[src/sv/minimap_radial_clamp_defines.svh]
// Assertion macros shared by the minimap clamp RTL.
// Both macros use the enclosing module's clk; the first also uses its rst.
`ifndef MINIMAP_RADIAL_CLAMP_DEFINES_SVH
`define MINIMAP_RADIAL_CLAMP_DEFINES_SVH
`ifndef SYNTHESIS
// Checked while out of reset.
`define MRC_ASSERT(lbl, prop, msg) \
  lbl: assert property (@(posedge clk) disable iff (rst) prop) else $error(msg);
// Checked on every edge, reset included.
`define MRC_ASSERT_ALWAYS(lbl, prop, msg) \
  lbl: assert property (@(posedge clk) prop) else $error(msg);
`else
`define MRC_ASSERT(lbl, prop, msg)
`define MRC_ASSERT_ALWAYS(lbl, prop, msg)
`endif
`endif

[src/sv/mrc_pkg.sv]
package mrc_pkg;

  // Widths of the internal datapath.
  localparam int MAG_W   = 28;  // scaled offset magnitude, Q.4
  localparam int SUM_W   = 57;  // sum of squares
  localparam int ROOT_W  = 29;  // length, Q.4
  localparam int TRIAL_W = 59;  // square root trial value
  localparam int PROD_W  = 44;  // magnitude times radius
  localparam int DIV_W   = 45;  // divider remainder
  localparam int QUO_W   = 16;  // pulled-in magnitude

  // Configuration register indexes.
  typedef enum logic [1:0] {
    CFG_MAP_SCALE    = 2'd0,
    CFG_CENTER_X     = 2'd1,
    CFG_CENTER_Y     = 2'd2,
    CFG_CLAMP_RADIUS = 2'd3
  } cfg_index_t;

  typedef struct packed {
    logic signed [23:0] object_x;
    logic signed [23:0] object_z;
    logic signed [23:0] viewer_x;
    logic signed [23:0] viewer_z;
    logic               is_active;
    logic               is_enemy;
  } in_word_t;

  typedef struct packed {
    logic [15:0] icon_x;
    logic [15:0] icon_y;
    logic        icon_is_enemy;
  } out_word_t;

  // Per-item data that rides along the cell chains.
  typedef struct packed {
    logic [MAG_W-1:0] mag_x;
    logic [MAG_W-1:0] mag_y;
    logic             neg_x;
    logic             neg_y;
    logic             enemy;
  } carry_t;

endpackage

[src/sv/mrc_div_cell.sv]
// One quotient bit of both pull-in divisions, registered.
module mrc_div_cell #(
  parameter int BIT = 0
) (
  input  logic                       clk,
  input  logic                       rst,
  input  logic                       en,
  input  logic                       src_valid,
  input  logic [mrc_pkg::DIV_W-1:0]  src_rem_x,
  input  logic [mrc_pkg::DIV_W-1:0]  src_rem_y,
  input  logic [mrc_pkg::QUO_W-1:0]  src_quo_x,
  input  logic [mrc_pkg::QUO_W-1:0]  src_quo_y,
  input  logic [mrc_pkg::ROOT_W-1:0] src_len,
  input  logic                       src_clamp,
  input  mrc_pkg::carry_t            src_carry,
  output logic                       valid,
  output logic [mrc_pkg::DIV_W-1:0]  rem_x,
  output logic [mrc_pkg::DIV_W-1:0]  rem_y,
  output logic [mrc_pkg::QUO_W-1:0]  quo_x,
  output logic [mrc_pkg::QUO_W-1:0]  quo_y,
  output logic [mrc_pkg::ROOT_W-1:0] len,
  output logic                       clamp,
  output mrc_pkg::carry_t            carry
);

  logic [mrc_pkg::DIV_W-1:0] shifted;
  logic                      fits_x;
  logic                      fits_y;

  // Restoring step: subtract len * 2^BIT where it fits.
  always_comb begin
    shifted = mrc_pkg::DIV_W'(src_len) << BIT;
    fits_x  = src_rem_x >= shifted;
    fits_y  = src_rem_y >= shifted;
  end

  always_ff @(posedge clk) begin
    if (rst) begin
      valid <= 1'b0;
    end else if (en) begin
      valid <= src_valid;
    end
  end

  always_ff @(posedge clk) begin
    if (en) begin
      rem_x <= fits_x ? src_rem_x - shifted : src_rem_x;
      rem_y <= fits_y ? src_rem_y - shifted : src_rem_y;
      quo_x <= src_quo_x | (fits_x ? mrc_pkg::QUO_W'(1) << BIT : '0);
      quo_y <= src_quo_y | (fits_y ? mrc_pkg::QUO_W'(1) << BIT : '0);
      len   <= src_len;
      clamp <= src_clamp;
      carry <= src_carry;
    end
  end

endmodule

[config.mk]
export PLATFORM = sky130hd
export DESIGN_NAME = mrc_div_cell
export DESIGN_NICKNAME = d
export VERILOG_FILES = /design/src/sv/minimap_radial_clamp_defines.svh /design/src/sv/mrc_pkg.sv /design/src/sv/mrc_div_cell.sv
export SDC_FILE = /design/constraint.sdc
export NUM_CORES = 1
export LEC_CHECK = 0
export BUFFER_PORTS_ARGS = -buffer_cell sky130_fd_sc_hd__buf_2
export CAP_MARGIN = 20
export CORE_AREA = 2 2 166 168
export CTS_BUF_LIST = sky130_fd_sc_hd__clkbuf_8 sky130_fd_sc_hd__clkbuf_16
export CTS_CLUSTER_DIAMETER = 80
export DETAILED_ROUTE_END_ITERATION = 12
export DIE_AREA = 0 0 168 170
export HOLD_SLACK_MARGIN = 0.06
export PLACE_DENSITY = 0.68
export SETUP_SLACK_MARGIN = 0.5
export SYNTH_ARGS = -nofsm -noshare
export SYNTH_HDL_FRONTEND = slang
export SYNTH_SLANG_ARGS = --single-unit
[constraint.sdc]
create_clock -name clk -period 3.9 [get_ports clk]
set_clock_uncertainty 0.15 [all_clocks]
set_input_delay 0.39 -clock clk [delete_from_list [all_inputs] [get_ports clk]]
set_output_delay 0.39 -clock clk [all_outputs]
set_load 0.005 [all_outputs]
Word level (Yosys, flattened, before mapping) --
Cells that the tools add are included.
Word-level totals: register bits 212, output and inout port bits 212, memory bits (writable) 0, logic and storage cells 22, memory bits (read-only) 0, bits in latches 0, memories 0
Cells by class: divide/modulo/power cells 0, $add $sub $neg 2, $lt $le $gt $ge 2, bitwise logic cells 2, equality and inequality tests 0, shift-type cells 0, reduce and logical (&&, ||, !) cells 0, multiplexer cells 4, multiply operators 0
Operators by type and width (number):
- >= comparator 45 x 29 -> 1 bit | 2
- 2-to-1 mux 45 bit | 2
- subtractor 45 x 29 -> 45 bit | 2
- bitwise OR 16 x 1 -> 16 bit | 2
- 2-to-1 mux 1 bit | 2

Logic depth before layout (Yosys ltp) --
word-level depth 3, gate-level depth with buffers 13

Worst setup path before layout --
No wires, ideal clock.
path type input-to-reg, start in src_rem_y[38] (netlist bit), end reg rem_y[1] (netlist bit), data pin, path buffers 1, data arrival time 2954 ps, setup slack 534 ps, stages on the path 8, required time 3488 ps, cells stage by stage or4_1 > or3_1 > or3_1 > or3_1 > or3_4 > nor2_4 > buf_6 > mux2_1
On the way: cells in the longest elaborated chain, start to end 2
RTL lines:
- start: declaration | RTL line mrc_div_cell.sv:10 | input logic [mrc_pkg::DIV_W-1:0] src_rem_y,
- >= comparator 45 x 29 -> 1 bit | RTL line mrc_div_cell.sv:34 | fits_y = src_rem_y >= shifted;
- 2-to-1 mux 45 bit | RTL line mrc_div_cell.sv:48 | rem_y <= fits_y ? src_rem_y - shifted : src_rem_y;
- end signal: assignment | RTL line mrc_div_cell.sv:48
- end: declaration | RTL line mrc_div_cell.sv:18 | output logic [mrc_pkg::DIV_W-1:0] rem_y,
Every way passes these cells. A chain may end at the register's enable or synchronous reset.

Final worst setup path --
start in src_len[24] (netlist bit), end reg rem_y[36] (netlist bit), data pin
On the way: cells in the longest elaborated chain, start to end 2, elaborated cells between the ends (all ways) 3, those cells by class add/sub: 1; order compare: 1; mux: 1
RTL lines:
- start: declaration | RTL line mrc_div_cell.sv:13 | input logic [mrc_pkg::ROOT_W-1:0] src_len,
- subtractor 45 x 29 -> 45 bit or >= comparator 45 x 29 -> 1 bit (tied branches) | RTL line mrc_div_cell.sv:48, mrc_div_cell.sv:34
- 2-to-1 mux 45 bit * | RTL line mrc_div_cell.sv:48
Mark *: on every way between the ends. The rest lies on a longest branch, timed or not.

==> flow_summary.json <==
{
  "status": "finished, final reports clean",
  "die_x_um": 168,
  "antenna_found_initial": 8,
  "wl_per_cell_um": 20.1,
  "cts_tree": "yes",
  "synth-edff-count": 211,
  "grt_overflow": 0,
  "cp_slowest_cell": "dlygate4sd3_1",
  "irDropWorstVdd_v": 0.000346,
  "placed_cell_area_sq_um": 13500,
  "yosys.area.top_type": "edfxtp_1",
  "min_path_type": "in -> reg",
  "min_period_ns": 3.30,
  "cp-end-kind": "flip-flop",
  "yosys-top-cells-count": "edfxtp_1, nand2_1, o21ai_0",
  "viasPerCell": 5.22,
  "drt-total-wl_um": 38800,
  "port_buffers": 426,
  "firstDrtPassIters": 5,
  "ant_nets": 0,
  "h-tree-depth": 1,
  "synth.yosys.seq_area_share_pct": 58.4,
  "drtIter0Drc": 545,
  "stdcell_area_sq_um": 16400,
  "critical_path_class": "in -> reg",
  "grt_pass1_vias": 10200,
  "grt_max_degree": 105,
  "async_flop_share_pct": 0,
  "clock_latency_ns": 0.52,
  "cts.sinks": 212,
  "dp_hpwl_um": 28100,
  "ys_top_cells_by_area": "edfxtp_1, ha_1, xor2_1, nand2_1, o21ai_0",
  "cp_max_fo": 8,
  "ys_seq_elements": 212,
  "die_h_um": 170,
  "start_util_pct": 40.8,
  "yosys.area.top_type_share_pct": 58.2,
  "slew_headroom_pct": 45.0,
  "coreArea_sq_um": 26700,
  "synth_area_per_cell_sq_um": 11.9,
  "rows": 60,
  "synthCells": 914,
  "num_vias": 10100,
  "synthFlopType": "edfxtp_1",
  "cts_buffer_depth": 3,
  "rsz0062_at_grt": "yes",
  "setup_viol_count_final": 0,
  "clock-root-buffer": "clkbuf_16",
  "fin_ws_ns": 0.595,
  "yosysMostFrequentCell": "edfxtp_1",
  "finalCritPeriodShare_pct": 84.7,
  "path_clk_slew_ns": 0.06,
  "power.density_nw_per_um2": 396,
  "worstPathRequired_ns": 4.01,
  "layout.nets": 1831,
  "cp-start-kind": "input pin",
  "fin_setup_tns_ns": 0,
  "worstPathCellList": "dlygate4sd3_1 > buf_2 > inv_1 > ha_1 > a21oi_1 > o21ai_0 > a221o_1 > a21o_1 > or3_4 > o21ai_2 > or4_1 > xnor2_1",
  "pre_cts_ws_ns": 0.0913,
  "final_hold_viol_count": 0,
  "fin_cells": 1927,
  "maxCapViolCount": 0,
  "track_usage_pct": 25.8,
  "fp.dieArea_sq_um": 28600,
  "worst_pin_slew_ns": 0.825,
  "yosys_warnings": 0,
  "drc_errors": 0,
  "synth_cell_types": 60,
  "synth_nets": 1189,
  "crit_path_max_incr_delay_ns": 0.54,
  "areaGrowthSynthToFinish_pct": 50.7,
  "drive_gt1_share_pct": 33.2,
  "syn_area_sq_um": 10900,
  "crit_arrival_ns": 3.41,
  "place_inst": 1674,
  "grt_first_pass_wirelength_um": 56800,
  "slew_viol_final": 0,
  "p_total_mw": 6.49,
  "p_leak_nw": 6.98,
  "place.gp.congestion": 0.938,
  "fmax_ghz": 0.303,
  "cts_made_buffers": 24,
  "ios": 427
}
[kinds of logic (layout without fill, tap and decap cells)]
kind of cell	after synthesis	after routing	synth area share [%]
AOI/OAI and AO/OA	231	231	13.0
xor gates and xnor gates	78	78	6.28
adders and majority gates	60	60	7.04
buffers and inverters	70	729	2.71
DFF	212	212	58.4
muxes	7	7	0.690
other	0	12	0
and+or+nand+nor	256	257	11.9
[flip-flops by register name, summed over array words and instances, names as in the netlist]
register / count
carry: 59
clamp: 1
len: 29
quo_x: 16
quo_y: 16
rem_x: 45
rem_y: 45
valid: 1
[metal layers]
metal  vias up  global-route usage, %  wire, um
met5         -                      0         0
met4         0                   10.9      1760
met3       105                   6.47      3260
met2       459                   47.3     19900
met1      4725                   28.5     13900
li1       4764                      -         -
[cell usage in the layout, fill, tap and decap left out, drive strengths merged, types with 27 or more instances in the layout]
| cell | count |
|---|---|
| dlygate4sd3 | 191 |
| nand2 | 99 |
| inv | 50 |
| buf | 450 |
| edfxtp | 211 |
| nor2 | 32 |
| a21oi | 55 |
| xor2 | 47 |
| xnor2 | 31 |
| o21ai | 86 |
| ha | 58 |
| clkbuf | 27 |
[worst paths after layout]
kind	slack, ns	depth (start not counted)	to	start
worst max register to register	2.52	3	valid	valid
worst min register to register	1.00	3	valid	valid
worst min-delay path	0.07	3	rem_x[11]	src_rem_x[11]
worst max-delay path	0.60	12	rem_y[36]	src_len[24]
[power by group]
part           switching (mW)  total [mW]  internal, mW  leakage, nW
combinational           0.726        1.36         0.633         4.50
clock                   0.934        2.26          1.33        0.407
sequential             0.0681        2.86          2.80         2.07
[critical path: cells and delay by family]
family	cells	cell delay, ns
xor gates and xnor gates	1	0.09
and+or+nand+nor	2	0.58
adders and majority gates	1	0.33
buffers and inverters	3	0.81
AOI/OAI and AO/OA	5	1.22
[metrics by stage]
| stage | utilization (%) | hold WS, ns |
|---|---|---|
| 2_1_floorplan | - | 0.312 |
| 3_3_place_gp | 50.7 | 0.321 |
| 3_5_place_dp | 50.7 | 0.378 |
| 4_1_cts | 60.8 | 0.0601 |
| 5_1_grt | 61.5 | 0.0662 |
| 6_report | 61.5 | 0.0700 |
[final cells by class]
class | count | area [sq um]
multi-input cells | 633 | 4350
clock inverters | 17 | 135
well taps | 341 | 427
diodes | 12 | 30.0
flip-flops and latches | 212 | 6360
repair buffers | 641 | 4280
inverters | 44 | 165
clock buffers | 27 | 653
fillers | 2137 | 10300
[what timing repair did]
item	in CTS	in global routing
hold endpoints to repair	190	0
setup endpoints to repair	0	68
hold buffers	191	0
setup buffers	0	5
gates resized for setup	0	29
(Power assumes the default switching activity.)
