$ cat config.mk
export PLATFORM = sky130hd
export DESIGN_NAME = mrc_sqrt_cell
export DESIGN_NICKNAME = d
export VERILOG_FILES = /design/src/sv/minimap_radial_clamp_defines.svh /design/src/sv/mrc_pkg.sv /design/src/sv/mrc_sqrt_cell.sv
export SDC_FILE = /design/constraint.sdc
export NUM_CORES = 1
export LEC_CHECK = 0
export BUFFER_PORTS_ARGS = -buffer_cell sky130_fd_sc_hd__buf_2
export CAP_MARGIN = 20
export CORE_MARGIN = 1.5
export CORE_UTILIZATION = 40
export DETAILED_ROUTE_END_ITERATION = 16
export PLACE_DENSITY_LB_ADDON = 0.08
export SLEW_MARGIN = 20
export SYNTH_ARGS = -nofsm -noshare
export SYNTH_HDL_FRONTEND = slang
export SYNTH_SLANG_ARGS = --single-unit
$ cat constraint.sdc
create_clock -name clk -period 9.9 [get_ports clk]
set_input_delay 1.98 -clock clk [delete_from_list [all_inputs] [get_ports clk]]
set_output_delay 1.98 -clock clk [all_outputs]
set_load 0.02 [all_outputs]
$ cat src/sv/minimap_radial_clamp_defines.svh
// Assertion macros shared by the minimap clamp RTL.
// Both macros use the enclosing module's clk; the first also uses its rst.
`ifndef MINIMAP_RADIAL_CLAMP_DEFINES_SVH
`define MINIMAP_RADIAL_CLAMP_DEFINES_SVH
`ifndef SYNTHESIS
// Checked while out of reset.
`define MRC_ASSERT(lbl, prop, msg) \
  lbl: assert property (@(posedge clk) disable iff (rst) prop) else $error(msg);
// Checked on every edge, reset included.
`define MRC_ASSERT_ALWAYS(lbl, prop, msg) \
  lbl: assert property (@(posedge clk) prop) else $error(msg);
`else
`define MRC_ASSERT(lbl, prop, msg)
`define MRC_ASSERT_ALWAYS(lbl, prop, msg)
`endif
`endif

$ cat src/sv/mrc_pkg.sv
package mrc_pkg;

  // Widths of the internal datapath.
  localparam int MAG_W   = 28;  // scaled offset magnitude, Q.4
  localparam int SUM_W   = 57;  // sum of squares
  localparam int ROOT_W  = 29;  // length, Q.4
  localparam int TRIAL_W = 59;  // square root trial value
  localparam int PROD_W  = 44;  // magnitude times radius
  localparam int DIV_W   = 45;  // divider remainder
  localparam int QUO_W   = 16;  // pulled-in magnitude

  // Configuration register indexes.
  typedef enum logic [1:0] {
    CFG_MAP_SCALE    = 2'd0,
    CFG_CENTER_X     = 2'd1,
    CFG_CENTER_Y     = 2'd2,
    CFG_CLAMP_RADIUS = 2'd3
  } cfg_index_t;

  typedef struct packed {
    logic signed [23:0] object_x;
    logic signed [23:0] object_z;
    logic signed [23:0] viewer_x;
    logic signed [23:0] viewer_z;
    logic               is_active;
    logic               is_enemy;
  } in_word_t;

  typedef struct packed {
    logic [15:0] icon_x;
    logic [15:0] icon_y;
    logic        icon_is_enemy;
  } out_word_t;

  // Per-item data that rides along the cell chains.
  typedef struct packed {
    logic [MAG_W-1:0] mag_x;
    logic [MAG_W-1:0] mag_y;
    logic             neg_x;
    logic             neg_y;
    logic             enemy;
  } carry_t;

endpackage

$ cat src/sv/mrc_sqrt_cell.sv
// One result bit of the integer square root, registered.
module mrc_sqrt_cell #(
  parameter int BIT = 0
) (
  input  logic                       clk,
  input  logic                       rst,
  input  logic                       en,
  input  logic                       src_valid,
  input  logic [mrc_pkg::SUM_W-1:0]  src_rem,
  input  logic [mrc_pkg::ROOT_W-1:0] src_root,
  input  mrc_pkg::carry_t            src_carry,
  output logic                       valid,
  output logic [mrc_pkg::SUM_W-1:0]  rem,
  output logic [mrc_pkg::ROOT_W-1:0] root,
  output mrc_pkg::carry_t            carry
);

  logic [mrc_pkg::TRIAL_W-1:0] trial;
  logic [mrc_pkg::TRIAL_W-1:0] rem_wide;
  logic                        fits;
  logic [mrc_pkg::SUM_W-1:0]   rem_next;
  logic [mrc_pkg::ROOT_W-1:0]  root_next;

  // Growth of the square when this bit is set: 2*root*2^BIT + 4^BIT.
  always_comb begin
    trial = (mrc_pkg::TRIAL_W'(src_root) << (BIT + 1))
          | (mrc_pkg::TRIAL_W'(1) << (2 * BIT));
    rem_wide = mrc_pkg::TRIAL_W'(src_rem);
    fits = rem_wide >= trial;
    rem_next = fits ? mrc_pkg::SUM_W'(rem_wide - trial) : src_rem;
    root_next = fits ? (src_root | (mrc_pkg::ROOT_W'(1) << BIT)) : src_root;
  end

  always_ff @(posedge clk) begin
    if (rst) begin
      valid <= 1'b0;
    end else if (en) begin
      valid <= src_valid;
    end
  end

  always_ff @(posedge clk) begin
    if (en) begin
      rem   <= rem_next;
      root  <= root_next;
      carry <= src_carry;
    end
  end

endmodule

# Word level (Yosys, flattened, before mapping)
# Index checks and enable logic that the tools add are counted.
# op_classes
n_addsub,1
order_cmp,1
mux,1
# ops
operator,n
57-bit by 30-bit >= comparator with 1-bit output,1
57-bit 2-to-1 mux,1
57-bit by 30-bit subtractor with 57-bit output,1
# word_totals
regBits,146
input_bits,149
output_inout_bits,146
elab_cells,12

# Logic depth before layout (Yosys ltp)
# Gate-level depths: netlist of run 1.
# logic_depth
word_depth,2
ltp_mapped,12

# Least setup slack after synthesis of run 1
# No wires, ideal clock.
# synth_path
kind,input to register
from,in src_root[11] in the netlist's numbering
to,reg rem[55] in the netlist's numbering (data pin)
setup_ps,268
arrival_ps,4435
t_required_ps,9632
setup_slack_ps,5197
cell_stages,11
path_buffers,1
path_cell_list,inv_1 -> ha_1 -> clkbuf_2 -> inv_1 -> or4_1 -> o21bai_1 -> and4_4 -> o31a_1 -> or4b_4 -> nor4_2 -> xor2_1
# synth_via
elab_chain_len,2
elab_cells_between_ends,3
# synth_rtl
item,line_no,source
from (decl),mrc_sqrt_cell.sv:10,"input logic [mrc_pkg::ROOT_W-1:0] src_root,"
57-bit by 30-bit subtractor with 57-bit output or 57-bit by 30-bit >= comparator with 1-bit output (tied branches),"mrc_sqrt_cell.sv:30, mrc_sqrt_cell.sv:29",
57-bit 2-to-1 mux *,mrc_sqrt_cell.sv:30,rem_next = fits ? mrc_pkg::SUM_W'(rem_wide - trial) : src_rem;
"net rem_next, one bit",mrc_sqrt_cell.sv:21,logic [mrc_pkg::SUM_W-1:0] rem_next;
to (signal assigned),mrc_sqrt_cell.sv:44,rem <= rem_next;
to (decl),mrc_sqrt_cell.sv:13,"output logic [mrc_pkg::SUM_W-1:0] rem,"
# The timed path passes the listed nets; every way through them passes the cells marked *.
# A chain may end at the register's enable or synchronous reset.

# Worst setup path after layout of run 1
# layout_path
from,in src_root[27] in the netlist's numbering
to,reg rem[41] in the netlist's numbering (data pin)
# Same word-level chain as after synthesis.

==> impl_metrics.env, run 1 <==
export IMPL_std_cell_rows=49
export IMPL_first_iter_violations=416
export IMPL_cap_violations=0
export IMPL_syn_area_um2=7284
export IMPL_yosys_area_top_type="edfxtp_1"
export IMPL_slowest_delay_ns=0.59
export IMPL_crit_type="primary input to flop"
export IMPL_ys_seq_area_share_pct=60.05
export IMPL_r2r_slack_ns=9.32
export IMPL_pwr_share_clk_pct=36.6
export IMPL_fillers=1611
export IMPL_crit_start="src_root[27]"
export IMPL_wl_per_cell_um=17.30
export IMPL_p_leak_nw=4.034
export IMPL_synth_area_leaders="edfxtp_1, ha_1, xnor2_1, nand2_1, o21ai_0"
export IMPL_dieArea_um2=19030
export IMPL_cts_hold_buf=0
export IMPL_track_usage_pct=20.65
export IMPL_grt_use_met3_pct=5.556
export IMPL_rsz0062_at_grt="no"
export IMPL_p_comb_share_pct=19.7
export IMPL_crit_path_end_kind="flop"
export IMPL_hold_path_class="flop to flop"
export IMPL_first_pass_iters=5
export IMPL_async_reset_ff_share_pct=0
export IMPL_drt_wl_total_mm=20.02
export IMPL_synth_nets=803
export IMPL_clockRootBuffer="clkbuf_16"
export IMPL_period_needed_ns=5.258
export IMPL_status="finished clean"
export IMPL_switching_share_pct=29.73
export IMPL_drive_above_1_share_pct=36.31
export IMPL_pin_count=295
export IMPL_crit_family="compound AO/OA/AOI/OAI gates"
export IMPL_cp_slowest_cell="a2111oi_0"
export IMPL_ctsResizeCount=0
export IMPL_hp_start="valid"
export IMPL_worstPathMaxFanout=69
export IMPL_finalHoldViolations=0
export IMPL_grt_antenna_before_repair=1
export IMPL_p_sw_mw=0.5214
export IMPL_grt_pass1_wl_mm=29.82
export IMPL_clockBufferDepth=2
export IMPL_cts_buffers=17
export IMPL_grt_overflow_total=0
export IMPL_peakVddDrop_v=0.0001214
export IMPL_seq_power_share_pct=43.7
export IMPL_yosysWarnings=0
export IMPL_p_per_area_nw_per_um2=183.4
export IMPL_routed_via_density=5.135
export IMPL_syn_avg_cell_area_um2=11.69
export IMPL_path_clk_slew_ns=0.06
export IMPL_crit_buf_inv=3
export IMPL_vias=5941
export IMPL_cts_sinks=146
export IMPL_skew_ns=0
export IMPL_fin_setup_tns_ns=0
export IMPL_intPower_mw=1.232
export IMPL_worstReg2RegEnd="valid"
export IMPL_coreArea_um2=17900
export IMPL_met2_usage_pct=35.07
export IMPL_slew_limit_headroom_pct=33.15
export IMPL_grt_pass1_vias=5761
export IMPL_setup_viol=0
export IMPL_io_buffers=294
export IMPL_worstSetupEndpoint="rem[41]"
export IMPL_path_cells="buf_2 > inv_1 > ha_1 > a21oi_1 > o21ai_0 > a2111o_1 > a2111oi_0 > o31a_2 > buf_4 > nand4bb_1 > nor2_1 > a22o_1"
export IMPL_path_depth=12
export IMPL_synth_distinct_cells=61
export IMPL_ff2ff_path_depth=2
export IMPL_post_synth_top_area_fraction_pct=59.77
export IMPL_grt_max_degree=82
export IMPL_antenna_cells=0
export IMPL_synthCells=623
export IMPL_ant_nets=0
export IMPL_die_width_um=138.0
export IMPL_drc_errors=0
export IMPL_use_met1_pct=25.53
export IMPL_clkLatencyLatePin_ns=0.42
export IMPL_gp_congestion=0.9316
export IMPL_post_cts_buffers=0
export IMPL_synth_seq_cells=146
export IMPL_synth_edf_count=145
export IMPL_final_net_count=1095
export IMPL_cts_htree_levels=4
export IMPL_busiest_layer="met2"
export IMPL_layout_worst_path_cycle_share_pct=53.11
export IMPL_worstPathArrival_ns=5.44
export IMPL_drv_slew=0
export IMPL_max_freq_mhz=190.2
export IMPL_die_height_um=138.0
export IMPL_place_hpwl_mm=15.59
export IMPL_tritoncts="yes"
export IMPL_worst_setup_path_start_kind="primary input"
export IMPL_synthFlopType="edfxtp_1"
export IMPL_start_util_pct=40.69
export IMPL_tightest_slew_ns=1.003
export IMPL_cp_required_ns=10.08
export IMPL_area_delta_synth_final_pct=31.26
export IMPL_r2r_start="valid"
export IMPL_fin_util_pct=53.41
## synth_stat cells, types with 2 or more instances
| library cell | number |
|---|---|
| nor2b_1 | 3 |
| nor4_1 | 7 |
| ha_1 | 30 |
| a21boi_0 | 2 |
| inv_1 | 43 |
| nor3_1 | 20 |
| nand3_1 | 8 |
| a31o_2 | 2 |
| nand2_1 | 72 |
| xnor2_1 | 37 |
| and3_1 | 3 |
| o31ai_1 | 2 |
| nand4_1 | 12 |
| o21a_1 | 2 |
| nor2_1 | 36 |
| a21o_1 | 12 |
| o21bai_1 | 7 |
| o211ai_1 | 5 |
| a211oi_1 | 3 |
| edfxtp_1 | 145 |
| nand2b_1 | 4 |
| a2111oi_0 | 2 |
| a31oi_1 | 3 |
| nand3b_1 | 3 |
| o21ai_0 | 46 |
| or4_1 | 2 |
| xor2_1 | 17 |
| and4_1 | 2 |
| or3_1 | 6 |
| a21oi_1 | 36 |
| clkbuf_1 | 16 |
| buf_2 | 6 |
## flip-flops by register name, indices dropped and copies added, names as in the netlist
register and cells:
carry 59, valid 1, root 29, rem 57
## placed cells by master, fill, tap and decap left out, types with 2 or more instances in the layout
cell	n
nand4_1	12
o21ai_0	46
buf_4	2
o21bai_1	7
ha_1	30
a31o_2	2
and3_1	3
o211ai_1	5
and4_1	2
nor2_1	36
nand2_1	72
clkinv_8	2
clkinvlp_4	2
a21oi_1	36
a21o_1	12
nor3_1	20
or4_1	2
xnor2_1	37
nand2b_1	4
a211oi_1	3
buf_2	293
or3_1	6
a31oi_1	3
a21boi_0	2
nor2b_1	3
o31ai_1	2
edfxtp_1	145
xor2_1	17
inv_1	43
nand3_1	8
inv_8	2
clkbuf_16	17
inv_6	6
nand3b_1	3
a2111oi_0	2
nor4_1	7
o21a_1	2
## layout make-up
type                    count  area [um^2]  share of cell area (%)
clock buffers              17        425.4                   4.449
flip-flops and latches    146         4374                   45.75
clock inverters            15        166.4                   1.740
inverters                  43        161.4                   1.688
multi-input cells         411         2655                   27.77
well taps                 229        286.5                   2.997
repair buffers            296         1493                   15.61
## worst min path at each step
stage,end,slack [ns],cells past startpoint
6_report,valid,0.50,2
4_1_cts,valid,0.51,2
3_3_place_gp,valid,0.49,2
5_1_grt,valid,0.54,2
3_5_place_dp,valid,0.49,2
2_1_floorplan,valid,0.58,2
## metrics by stage
stage | total power [mW] | instances | hold WS [ns] | area, um^2 | worst slack, ns
CTS | 1.771 | 1157 | 0.5088 | 9562 | 4.615
global placement | 1.122 | 1125 | 0.4865 | 8970 | 4.342
global route | 1.831 | 1157 | 0.5431 | 9562 | 4.353
finish | 1.754 | 1157 | 0.5016 | 9562 | 4.642
detailed placement | 1.124 | 1125 | 0.4933 | 8970 | 4.179
floorplan | 0.9825 | 623 | 0.5788 | 7284 | 5.197
## worst reg2reg max path: cells and delay by family (launching register included)
kind | cells | cell delay (ns)
flip-flops | 1 | 0.31
multiplexers | 1 | 0.12
AND/OR/NAND/NOR | 1 | 0.06
## metal layers
metal | vias to the layer above | part of all wire (%) | wire length [um]
met4 | 0 | 1.7 | 341
met1 | 2762 | 42 | 8317
met3 | 25 | 8.6 | 1730
met2 | 277 | 48 | 9630
li1 | 2877 | - | -
met5 | - | 0 | 0
## kinds of logic (layout without fill, tap and decap cells)
family / after synthesis / count (layout) / share of synthesized area [%]
AND/OR/NAND/NOR: 191 / 191 / 13.02
XOR/XNOR: 54 / 54 / 6.493
flip-flops: 146 / 146 / 60.05
buffers and inverters: 66 / 371 / 3.521
adder cells (fa/ha/maj): 31 / 31 / 5.428
multiplexers: 1 / 1 / 0.1374
AO/OA/AOI/OAI: 134 / 134 / 11.35
## power groups by stage
stage | logic [mW] | registers, mW | clock network [mW]
2_1_floorplan | 0.122 | 0.861 | 0
3_3_place_gp | 0.343 | 0.779 | 0
3_5_place_dp | 0.344 | 0.780 | 0
4_1_cts | 0.346 | 0.767 | 0.658
5_1_grt | 0.376 | 0.773 | 0.682
6_report | 0.345 | 0.766 | 0.643
Power figures use the tool's default switching activity.
==> run 2, diff against run 1 <==
--- a/config.mk
+++ b/config.mk
@@ -5,6 +5,7 @@
 export SDC_FILE = /design/constraint.sdc
 export NUM_CORES = 1
 export LEC_CHECK = 0
+export ABC_AREA = 1
 export BUFFER_PORTS_ARGS = -buffer_cell sky130_fd_sc_hd__buf_2
 export CAP_MARGIN = 20
 export CORE_MARGIN = 1.5
==> constraint.sdc (replaced) <==
create_clock -name clk -period 5.2 [get_ports clk]
set_input_delay 1.04 -clock clk [delete_from_list [all_inputs] [get_ports clk]]
set_output_delay 1.04 -clock clk [all_outputs]
set_load 0.02 [all_outputs]
==> impl_metrics.env, run 2 <==
export IMPL_slowest_delay_ns=0.35
export IMPL_final_cells=1771
export IMPL_worstPathArrival_ns=3.18
export IMPL_synth_edf_count=145
export IMPL_drc_errors=0
export IMPL_die_width_um=153.7
export IMPL_synth_distinct_cells=34
export IMPL_worst_setup_path_start_kind="primary input"
export IMPL_drive_above_1_share_pct=26.02
export IMPL_antenna_cells=0
export IMPL_period_needed_ns=3.004
export IMPL_grt_overflow_total=0
export IMPL_tightest_slew_ns=0.7787
export IMPL_synth_area_leaders="edfxtp_1, nand2_1, inv_1, nor2_1, ha_1"
export IMPL_hp_start="valid"
export IMPL_place_hpwl_mm=23.23
export IMPL_peakVddDrop_v=0.0001993
export IMPL_finalHoldViolations=0
export IMPL_dieArea_um2=23620
export IMPL_cp_slowest_cell="ha_1"
export IMPL_fin_util_pct=51.88
export IMPL_grt_pass1_wl_mm=44.28
export IMPL_r2r_start="valid"
export IMPL_pin_count=295
export IMPL_cts_sinks=146
export IMPL_synthFlopType="edfxtp_1"
export IMPL_p_leak_nw=5.795
export IMPL_path_cells="buf_2 > inv_1 > ha_1 > nand2_1 > nor2_1 > nand3_1 > nand3_2 > nand3_2 > nand2_2 > nand2_2 > nand2_8 > inv_6 > nand2_1 > nand2_1"
export IMPL_wl_per_cell_um=16.18
export IMPL_ys_seq_area_share_pct=48.15
export IMPL_cap_violations=0
export IMPL_synth_nets=1351
export IMPL_worstPathMaxFanout=46
export IMPL_final_net_count=1658
export IMPL_drt_wl_total_mm=28.65
export IMPL_crit_family="simple AND/OR/NAND/NOR gates"
export IMPL_dr_wl_met3_mm=1.733
export IMPL_io_buffers=294
export IMPL_grt_antenna_before_repair=0
export IMPL_cpMostUsedCell="nand2_1"
export IMPL_clockRootBuffer="clkbuf_16"
export IMPL_first_iter_violations=475
export IMPL_cts_hold_buf=0
export IMPL_synthTopCellsByCount="nand2_1, inv_1, edfxtp_1"
export IMPL_clockBufferDepth=2
export IMPL_vias=8229
export IMPL_async_reset_ff_share_pct=0
export IMPL_hold_path_class="flop to flop"
export IMPL_crit_path_end_kind="flop"
export IMPL_grt_max_degree=84
export IMPL_routed_top_layer="met4"
export IMPL_cp_required_ns=5.38
export IMPL_grt_pass1_vias=8193
export IMPL_synthCells=1171
export IMPL_std_cell_rows=54
export IMPL_tritoncts="yes"
export IMPL_track_usage_pct=24.56
export IMPL_reg_top3="carry x59, rem x57, root x29"
export IMPL_syn_area_um2=9084
export IMPL_crit_buf_inv=3
export IMPL_yosys_area_top_type="edfxtp_1"
export IMPL_die_height_um=153.7
export IMPL_skew_ns=0
export IMPL_crit_type="primary input to flop"
export IMPL_r2r_slack_ns=4.61
export IMPL_rsz0062_at_grt="no"
export IMPL_first_pass_iters=5
export IMPL_status="finished clean"
export IMPL_largest_register="carry"
export IMPL_ff2ff_path_depth=2
export IMPL_cts_htree_levels=4
export IMPL_layout_common_cells="nand2_1, buf_2, inv_1"
export IMPL_ant_nets=0
export IMPL_post_cts_buffers=0
export IMPL_fin_setup_tns_ns=0
export IMPL_crit_start="src_root[2]"
export IMPL_placed_cells=1739
export IMPL_ctsResizeCount=0
export IMPL_yosysWarnings=0
export IMPL_clkLatencyLatePin_ns=0.43
export IMPL_setup_viol=0
export IMPL_max_freq_mhz=332.9
export IMPL_min_path_cells=2
export IMPL_worstReg2RegEnd="valid"
export IMPL_gp_congestion=0.9125
export IMPL_post_synth_top_area_fraction_pct=47.93
export IMPL_synth_seq_cells=146
export IMPL_area_delta_synth_final_pct=25.80
export IMPL_total_power_mw=3.463
export IMPL_cts_buffers=17
export IMPL_mostFrequentLayoutCell="nand2_1"
export IMPL_wl_met2_mm=13.62
export IMPL_path_clk_slew_ns=0.07
export IMPL_drv_slew=0
export IMPL_drt_met1_wl_mm=12.71
export IMPL_p_per_area_nw_per_um2=303.1
export IMPL_routed_via_density=4.647
export IMPL_syn_avg_cell_area_um2=7.757
export IMPL_layout_worst_path_cycle_share_pct=57.77
export IMPL_start_util_pct=41.24
export IMPL_coreArea_um2=22030
export IMPL_synth_most_common_cell="nand2_1"
export IMPL_slew_limit_headroom_pct=48.08
export IMPL_hold_end="valid"
export IMPL_largest_register_ffs=59
## run 2: power breakdown
part / switching, mW / total (mW) / internal, mW / leakage (nW)
Clock: 0.562 / 1.24 / 0.675 / 0.273
Combinational: 0.526 / 0.772 / 0.246 / 4.10
Sequential: 0.0251 / 1.45 / 1.43 / 1.43
Total: 1.11 / 3.46 / 2.35 / 5.80
## run 2: cell families (layout without fill, tap and decap cells)
group                    after synthesis  count (layout)  share of synthesized area [%]
AND/OR/NAND/NOR                      694             694                          32.01
buffers and inverters                236             556                          10.25
flip-flops                           146             146                          48.15
AO/OA/AOI/OAI                         40              40                          2.906
adder cells (fa/ha/maj)               31              31                          4.353
XOR/XNOR                              23              23                          2.218
multiplexers                           1               1                         0.1102
## run 2: worst min-delay path, cell delays in order (launching register included)
cell and delay (ns):
dfxtp_1 0.32, mux2i_1 0.07, nor2_1 0.08
## run 2: layer usage
layer	up-vias	track usage, %
met4	0	6.519
met3	32	5.101
li1	4247	-
met1	3686	31.55
met2	264	42.10
met5	-	0
## run 2: how the worst max path moves through the flow
stage          endpoint  slack [ns]  cells past startpoint
6_report        rem[21]        2.20                     14
5_1_grt          rem[8]        2.02                     16
4_1_cts          rem[8]        2.18                     12
3_5_place_dp    root[0]        1.73                     15
3_3_place_gp    rem[16]        1.78                     12
2_1_floorplan   root[0]        2.49                     15
## run 2: per-stage QoR
stage                     worst slack [ns]  cell area [um^2]  hold slack [ns]
after CTS                            2.183             11430           0.5043
after global routing                 2.015             11430           0.5657
after global placement               1.780             10860           0.4678
after detailed placement             1.726             10860           0.4882
final                                2.196             11430           0.4990
after floorplan                      2.491              9084           0.5788
## run 2: layout make-up
class | instances | area (um^2)
clock inverter | 14 | 141.4
clock buffer | 18 | 429.2
inverter | 228 | 860.8
fill | 2229 | 10600
timing repair buffer | 296 | 1493
tap | 280 | 350.3
sequential | 146 | 4374
multi-input combinational | 789 | 3779
==> run 3, diff against run 2 <==
--- a/config.mk
+++ b/config.mk
@@ -5,7 +5,7 @@
 export SDC_FILE = /design/constraint.sdc
 export NUM_CORES = 1
 export LEC_CHECK = 0
-export ABC_AREA = 1
+export ABC_AREA = 0
 export BUFFER_PORTS_ARGS = -buffer_cell sky130_fd_sc_hd__buf_2
 export CAP_MARGIN = 20
 export CORE_MARGIN = 1.5
==> constraint.sdc (replaced) <==
create_clock -name clk -period 3.1 [get_ports clk]
set_input_delay 0.62 -clock clk [delete_from_list [all_inputs] [get_ports clk]]
set_output_delay 0.62 -clock clk [all_outputs]
set_load 0.02 [all_outputs]
==> impl_metrics.env, run 3 (same netlist as run 1, synthesis figures left out) <==
export IMPL_worstReg2RegEnd="valid"
export IMPL_grt_antenna_before_repair=1
export IMPL_worst_setup_path_start_kind="primary input"
export IMPL_die_height_um=138.0
export IMPL_peakVddDrop_v=0.0003856
export IMPL_r2r_slack_ns=2.49
export IMPL_mostFrequentLayoutCell="buf_2"
export IMPL_reg_top3="carry x59, rem x57, root x29"
export IMPL_max_freq_mhz=329.9
export IMPL_period_needed_ns=3.032
export IMPL_start_util_pct=40.69
export IMPL_drive_above_1_share_pct=46.94
export IMPL_worstPathMaxFanout=6
export IMPL_first_pass_iters=4
export IMPL_gp_congestion=0.9030
export IMPL_ant_nets=0
export IMPL_clockRootBuffer="clkbuf_16"
export IMPL_r2r_start="valid"
export IMPL_cts_htree_levels=4
export IMPL_p_per_area_nw_per_um2=542.4
export IMPL_drt_wl_total_mm=21.57
export IMPL_cap_violations=0
export IMPL_largest_register="carry"
export IMPL_dieArea_um2=19030
export IMPL_tightest_slew_ns=0.6562
export IMPL_hp_start="rst"
export IMPL_pre_cts_ws_ns=-0.4712
export IMPL_die_width_um=138.0
export IMPL_drv_slew=0
export IMPL_ff2ff_path_depth=2
export IMPL_cts_sinks=146
export IMPL_routed_via_density=4.894
export IMPL_fillers=1541
export IMPL_crit_path_end_kind="flop"
export IMPL_largest_register_ffs=59
export IMPL_clockBufferDepth=2
export IMPL_hold_end="valid"
export IMPL_drt_met1_wl_mm=9.422
export IMPL_io_buffers=294
export IMPL_first_iter_violations=270
export IMPL_clkLatencyLatePin_ns=0.42
export IMPL_wl_per_cell_um=16.47
export IMPL_placed_cells=1277
export IMPL_crit_type="primary input to flop"
export IMPL_wl_met2_mm=10.45
export IMPL_skew_ns=0
export IMPL_layout_common_cells="buf_2, buf_4, edfxtp_1"
export IMPL_routed_top_layer="met4"
export IMPL_hold_path_class="primary input to flop"
export IMPL_cp_required_ns=3.27
export IMPL_grt_pass1_vias=6332
export IMPL_grt_pass1_wl_mm=32.09
export IMPL_pin_count=295
export IMPL_status="finished clean"
export IMPL_layout_worst_path_cycle_share_pct=97.79
export IMPL_vias=6411
export IMPL_grt_overflow_total=0
export IMPL_place_hpwl_mm=17.15
export IMPL_worstPathArrival_ns=3.20
export IMPL_setup_viol=0
export IMPL_std_cell_rows=49
export IMPL_path_clk_slew_ns=0.07
export IMPL_layout_setup_ws_ns=0.06840
export IMPL_cts_buffers=17
export IMPL_area_delta_synth_final_pct=50.19
export IMPL_dr_wl_met3_mm=1.451
export IMPL_final_cells=1310
export IMPL_final_net_count=1247
export IMPL_min_path_cells=2
export IMPL_grt_max_degree=60
export IMPL_slew_limit_headroom_pct=56.25
export IMPL_coreArea_um2=17900
export IMPL_drc_errors=0
export IMPL_finalHoldViolations=0
export IMPL_p_leak_nw=4.824
export IMPL_track_usage_pct=22.26
export IMPL_cts_hold_buf=0
export IMPL_tritoncts="yes"
[run 3: power breakdown]
| group | switching, mW | total (mW) | leakage [nW] | internal [mW] |
|---|---|---|---|---|
| Clock | 0.931 | 2.16 | 0.297 | 1.23 |
| Combinational | 0.764 | 1.33 | 3.10 | 0.565 |
| Sequential | 0.0468 | 2.45 | 1.43 | 2.40 |
| Total | 1.74 | 5.93 | 4.82 | 4.19 |
[run 3: routing by layer]
layer  up-vias  GRT usage, %
met4         0         6.713
met5         -             0
met2       233         37.59
met3        14         4.605
li1       3180             -
met1      2984         28.77
[run 3: what timing repair did]
item                       4_1_cts  5_1_grt
hold endpoints to repair         0        0
pin swaps                        0        6
setup endpoints to repair        2       20
gates resized for setup          2        9
buffers inserted                 0        0
[run 3: critical path: stages]
cell	delay (ns)
buf_2	0.17
inv_12	0.03
ha_4	0.26
nand2_2	0.05
or4_4	0.53
o21bai_1	0.20
and4_4	0.20
o31a_2	0.30
buf_4	0.17
nand4bb_1	0.21
buf_6	0.18
nor4_4	0.17
xor2_1	0.10
[run 3: worst max-delay path by stage]
stage                     cells past startpoint      end         start  slack, ns
after detailed placement                     11  rem[47]   src_root[5]      -0.47
after global routing                         13  rem[51]   src_root[9]     -0.002
after global placement                       11  rem[47]   src_root[5]      -0.42
after floorplan                              11  rem[47]  src_root[10]      -0.22
after CTS                                    11  rem[47]  src_root[10]      0.008
final                                        13  rem[43]  src_root[10]       0.07
[run 3: per-stage QoR]
step / util [%] / hold WS [ns] / total power, mW / TNS, ns / instance area [um^2]
global placement: 57.22 / 0.4942 / 3.805 / -10.16 / 10240
CTS: 60.77 / 0.3489 / 5.976 / 0 / 10880
global route: 61.11 / 0.3448 / 6.199 / -0.001504 / 10940
finish: 61.11 / 0.3646 / 5.934 / 0 / 10940
detailed placement: 57.22 / 0.5131 / 3.815 / -13.02 / 10240
floorplan: - / 0.5788 / 3.155 / -2.063 / 7417
[run 3: layout make-up]
| class | count | area (um^2) | share of cell area, % |
|---|---|---|---|
| Timing Repair Buffer | 448 | 2663 | 24.34 |
| Sequential cell | 146 | 4374 | 39.98 |
| Clock buffer | 17 | 425.4 | 3.888 |
| Multi-Input combinational cell | 411 | 2823 | 25.80 |
| Tap cell | 229 | 286.5 | 2.619 |
| Antenna cell | 1 | 2.502 | 0.02287 |
| Inverter | 43 | 173.9 | 1.590 |
| Clock inverter | 15 | 192.7 | 1.761 |
